<file path="src/sv/swcd_pkg.sv">
// swcd_pkg: shared types and constants of the sliding window critical detector
// no dependencies; imported by the interfaces, the evaluator, the top level, the checker and the bench
package swcd_pkg;

    localparam int WINDOW_LEN = 5;
    localparam int SAMPLE_W   = 16;
    localparam int COUNT_W    = 16;
    localparam int HIGH_W     = $clog2(WINDOW_LEN + 1);
    localparam int FILL_W     = $clog2(WINDOW_LEN + 1);
    localparam int SUM_W      = SAMPLE_W + $clog2(WINDOW_LEN);
    localparam int CFG_IDX_W  = 2;
    localparam int CFG_DATA_W = 16;

    typedef logic signed [SAMPLE_W-1:0] t_sample;
    typedef logic signed [SUM_W-1:0]    t_sum;
    typedef logic [HIGH_W-1:0]          t_high;
    typedef logic [FILL_W-1:0]          t_fill;
    typedef logic [COUNT_W-1:0]         t_count;
    typedef t_sample                    t_window [WINDOW_LEN];

    typedef enum logic [CFG_IDX_W-1:0] {
        CFG_LEVEL_THR = 2'd0,
        CFG_MIN_HIGH  = 2'd1,
        CFG_CEILING   = 2'd2,
        CFG_AVG_THR   = 2'd3
    } t_cfg_idx;

    // avg_bound is the sum bound equivalent to a truncated mean compare
    typedef struct packed {
        logic signed [SAMPLE_W-1:0] level_thr;
        logic [HIGH_W-1:0]          min_high;
        logic signed [SAMPLE_W-1:0] ceiling;
        logic signed [SUM_W-1:0]    avg_bound;
    } t_cfg;

    localparam t_sample RST_LEVEL_THR = 16'sd70;
    localparam t_high   RST_MIN_HIGH  = 3'd3;
    localparam t_sample RST_CEILING   = 16'sd150;
    localparam t_sum    RST_AVG_BOUND = 19'sd450;
    localparam t_count  COUNT_MAX     = '1;

endpackage

</file>
<file path="src/sv/swcd_window_eval.sv">
// swcd_window_eval: level, ceiling and mean criteria over one five-sample window
// depends on swcd_pkg
module swcd_window_eval
    import swcd_pkg::*;
(
    input  t_window i_win,
    input  t_cfg    i_cfg,
    output logic    o_critical
);

    t_high highs;
    logic  under;
    t_sum  sum;

    always_comb begin
        highs = '0;
        under = 1'b1;
        sum   = '0;
        for (int i = 0; i < WINDOW_LEN; i++) begin
            if (i_win[i] >= i_cfg.level_thr) begin
                highs = highs + t_high'(1);
            end
            if (i_win[i] > i_cfg.ceiling) begin
                under = 1'b0;
            end
            sum = sum + t_sum'(i_win[i]);
        end
    end

    assign o_critical = (highs >= i_cfg.min_high) && under && (sum >= i_cfg.avg_bound);

endmodule

</file>
<file path="config.mk">
export PLATFORM = sky130hd
export DESIGN_NAME = swcd_window_eval
export DESIGN_NICKNAME = d
export VERILOG_FILES = /design/src/sv/swcd_pkg.sv /design/src/sv/swcd_window_eval.sv
export SDC_FILE = /design/constraint.sdc
export NUM_CORES = 1
export LEC_CHECK = 0
export BUFFER_PORTS_ARGS = -buffer_cell sky130_fd_sc_hd__buf_4
export CAP_MARGIN = 15
export CORE_AREA = 2 2 159 161
export DETAILED_ROUTE_END_ITERATION = 6
export DIE_AREA = 0 0 161 163
export GPL_TIMING_DRIVEN = 0
export PLACE_DENSITY_LB_ADDON = 0.25
export SLEW_MARGIN = 5
export SYNTH_ARGS = -nofsm -noshare
export SYNTH_HDL_FRONTEND = slang
export SYNTH_SLANG_ARGS = --single-unit
</file>
<file path="constraint.sdc">
create_clock -name vclk -period 17.55
set_input_delay 2.6325 -clock vclk [all_inputs]
set_output_delay 2.6325 -clock vclk [all_outputs]
set_load 0.1 [all_outputs]
</file>
# Word-level counts from Yosys, hierarchy flattened
# Index checks and enable logic that the tools add are counted.
word_totals:
  register_bits: 0
  out_inout_bits: 1
op_classes:
  reduce_logical: 2
  addsub: 8
  n_mux: 10
  order_cmp: 12
ops:
  columns: ["cell", "count"]
  rows:
  - ["greater-or-equal comparator 16 bit", 5]
  - ["greater-than comparator 16 bit", 5]
  - ["adder 18 x 16 -> 19 bit", 1]
  - ["adder 19 x 16 -> 19 bit", 1]
  - ["greater-or-equal comparator 19 bit", 1]
  - ["adder 17 x 16 -> 18 bit", 1]
  - ["adder 16 x 16 -> 17 bit", 1]
  - ["adder 3 x 1 -> 3 bit, second input constant", 4]
  - ["2-to-1 mux 3 bit", 4]
  - ["2-to-1 mux 1 bit", 6]
  - ["greater-or-equal comparator 3 bit", 1]
  - ["logical AND 1 bit", 2]

# Longest topological paths before layout
logic_depth:
  ltp_word: 13
  mapped_depth: 26
  mapped_depth_nobuf: 26

# Least setup slack after synthesis
# Ideal clock, no wire load.
synth_timing:
  path_type: "input to output"
  from: "input port i_cfg[47] (netlist bit)"
  to: "output port o_critical"
  setup_slack_ns: 6.790
  n_path_buf: 0
  path_stages: 25
  arrival_ns: 8.128
  path_cell_list: "inv_1 > ha_1 > a21o_1 > a21o_1 > a21o_1 > a21o_1 > a21oi_1 > a2bb2oi_1 > o21ai_0 > ha_1 > nor2b_1 > o21ai_0 > nand4_2 > ha_1 > a211oi_1 > a31oi_2 > ha_1 > nor2b_2 > xnor3_1 > ha_1 > nor2b_1 > o221ai_1 > a211oi_1 > o311ai_1 > a211oi_2"
synth_between:
  elab_chain_len: 13
  word_cells_on_any_way: 17
  classes_between: "4 x add/sub; 6 x order compare; 5 x mux; 2 x reduce/logical"
synth_lines:
  columns: ["item", "line", "text"]
  rows:
  - ["start: declaration", "swcd_window_eval.sv:7", "input t_cfg i_cfg,"]
  - ["greater-or-equal comparator 16 bit", "swcd_window_eval.sv:20", "if (i_win[i] >= i_cfg.level_thr) begin"]
  - ["2-to-1 mux 1 bit", "swcd_window_eval.sv:20", null]
  - ["adder 3 x 1 -> 3 bit", "swcd_window_eval.sv:21", "highs = highs + t_high'(1);"]
  - ["2-to-1 mux 3 bit", "swcd_window_eval.sv:20", null]
  - ["adder 3 x 1 -> 3 bit", "swcd_window_eval.sv:21", null]
  - ["2-to-1 mux 3 bit", "swcd_window_eval.sv:20", null]
  - ["adder 3 x 1 -> 3 bit", "swcd_window_eval.sv:21", null]
  - ["2-to-1 mux 3 bit", "swcd_window_eval.sv:20", null]
  - ["adder 3 x 1 -> 3 bit", "swcd_window_eval.sv:21", null]
  - ["2-to-1 mux 3 bit (*)", "swcd_window_eval.sv:20", null]
  - ["greater-or-equal comparator 3 bit (*)", "swcd_window_eval.sv:30", "assign o_critical = (highs >= i_cfg.min_high) && under && (sum >= i_cfg.avg_bound);"]
  - ["logical AND 1 bit (*) (2 in a row)", "swcd_window_eval.sv:30", null]
  - ["end: declaration", "swcd_window_eval.sv:8", "output logic o_critical"]
# Every way passes the cells marked *; elsewhere a longest branch is shown, timed or not.

# Final worst setup path
layout_timing:
  from: "input port i_cfg[39] (netlist bit)"
  to: "output port o_critical"
# Same word-level chain as after synthesis.

==> out/qor.yml <==
timing:
  rsz0062_at_grt: "false"
  hold_viol: 0
  fin_tns_setup_ns: 0
  worst_slew_pin_slew_ns: 0.651
  fin_crit_sh: 0.656
  timing.final.setup_violations: 0
  setup_slack_ns: 6.03
  post-route-min-period_ns: 11.52
  slew_headroom: 0.555
  slew_violations: 0
  fmax_mhz: 86.8
power_and_ir_drop:
  vdd_drop_max_v: 0.0000344
  intPower_mw: 0.258
  p_per_area_mw_per_mm2: 68.2
  p_leak_nw: 4.65
  power_frac_seq: 0
  p_sw_frac: 0.538
  power.share.clock: 0
  power_frac_comb: 1.000
  p_switching_mw: 0.300
clock_tree:
  cts_setup_buffers: 0
  cts_hold_buf: 0
  cts_resized: 0
critical_path:
  cpPeakStageDelay_ns: 0.51
  path_max_fanout: 5
  crit_required_ns: 14.92
  worstSetupPathType: "in2out"
  critPathArrivalTime_ns: 8.89
  cp_slowest_cell: "o21ai_0"
  cp_common_cell: "ha_1"
  endpoint_kind: "output port"
  crit_path_start_kind: "input pin"
cells_and_area:
  final_nets: 1354
  areaGrowthSynthToFinish_pct: 21.1
  drive_gt1_frac: 0.156
  n_fill_cell: 2684
  seq_area_um2: 0
  clockBufferCount: 0
  n_antenna_cell: 0
  fin_cells: 1293
  seq_cells: 0
route:
  wire_per_inst_um: 17.0
  vias: 6099
  drt_wl_total_mm: 21.9
  drt_iter0_markers: 309
  drc_errors: 0
  dr.pass1.iters: 4
  ant_nets: 0
  via_per_inst: 4.72
placement:
  preCtsSetupSlack_ns: 6.03
  gp_congestion: 0.866
  dp_hpwl_mm: 20.0
  dp.cells: 1293
  io_buffers: 135
floorplanning:
  fp.dieH_um: 163
  num_rows: 58
  dieArea_mm2: 0.0262
  die_w_um: 161
  ios: 135
  start_util: 0.274
  core-area_mm2: 0.0247
logic_synthesis:
  yosys_warnings: 0
  synth_area_leaders: "ha_1, fa_1, inv_1, a21o_1, a21oi_1"
  syn-num-nets: 1217
  yosysSeqAreaShare: 0
  netlist_instances: 828
  yosys.area.top_type: "ha_1"
  synth_area_mm2: 0.00676
  synth_top_area_share: 0.380
  synth.avg_cell_area_um2: 8.16
  ys_types: 59
global_route:
  grt_max_degree: 9
  grt_pass1_vias: 6358
  track_usage: 0.169
  grt_overflow: 0
  grt_first_pass_wirelength_mm: 34.3
  antenna_found_initial: 0
flow_run:
  drv_cap: 0
hold_path:
  worstHoldPathType: "in2out"
run_status:
  status: "finished clean"
==> path summary, 6_finish.rpt <==
path                      to  cells after the start       from  slack (ns)
setup / recovery  o_critical                     27  i_cfg[39]        6.03
hold / removal    o_critical                      5  i_win[47]        6.08
==> cells in the final DEF, fill, tap and decap left out, types with 8 or more instances in the layout <==
master and count:
nand2b_1 12, nor2b_1 14, a21oi_1 52, inv_1 201, nand2_1 20, ha_1 205, fa_1 50, buf_4 135
nor3_1 11, o21ai_0 18, a21o_1 54, o211ai_1 8, a211oi_1 9, o21a_1 17, nor2_1 21, nand3_1 9
xnor2_1 10, nand4_1 34
==> area by class of cell <==
cell class | count | area, µm² | area share
Multi-Input combinational cell | 627 | 6000 | 0.734
Inverter | 201 | 754 | 0.0922
Timing Repair Buffer | 135 | 1010 | 0.124
Tap cell | 330 | 413 | 0.0505
==> worst max-delay path, delay by kind of cell <==
kind | cells | cell delay, ns
compound gates | 13 | 3.03
xor+xnor | 1 | 0.39
fa+ha+maj | 5 | 1.45
buf+inv | 3 | 0.65
simple gates | 5 | 0.71
==> layer usage <==
layer | global-route usage | wire length (µm)
met3 | 0.0109 | 1080
met4 | 0.0134 | 173
met5 | 0 | 0
met1 | 0.227 | 10200
met2 | 0.307 | 10500
==> power by group through the flow <==
stage / Combinational, mW / Sequential [mW] / Clock, mW
floorplan: 0.410 / 0 / 0
global placement: 0.556 / 0 / 0
detailed placement: 0.564 / 0 / 0
CTS: 0.567 / 0 / 0
global route: 0.649 / 0 / 0
finish: 0.558 / 0 / 0
==> Yosys cell counts (8+ instances only) <==
cell and n:
ha_1 205, inv_1 201, a21o_1 54, a21oi_1 52
fa_1 50, nand4_1 34, nor2_1 21, nand2_1 20
o21ai_0 18, o21a_1 17, nor2b_1 14, nand2b_1 12
nor3_1 11, xnor2_1 10, a211oi_1 9, nand3_1 9
o211ai_1 8
==> stage by stage <==
stage	util	area, µm²	power (mW)	hold slack (ns)
after CTS	0.332	8180	0.567	6.07
after global placement	0.332	8180	0.556	6.06
after detailed placement	0.332	8180	0.564	6.07
final	0.332	8180	0.558	6.08
after floorplan	-	6760	0.410	5.85
after global routing	0.332	8180	0.649	6.11
==> cells by family after synthesis <==
logic type	Yosys count	synth area share
xor gates and xnor gates	18	0.0254
AOI/OAI and AO/OA	204	0.208
adders and majority gates	255	0.528
muxes	3	0.00481
buffers and inverters	201	0.112
and+or+nand+nor	147	0.122
(Power assumes the default switching activity.)
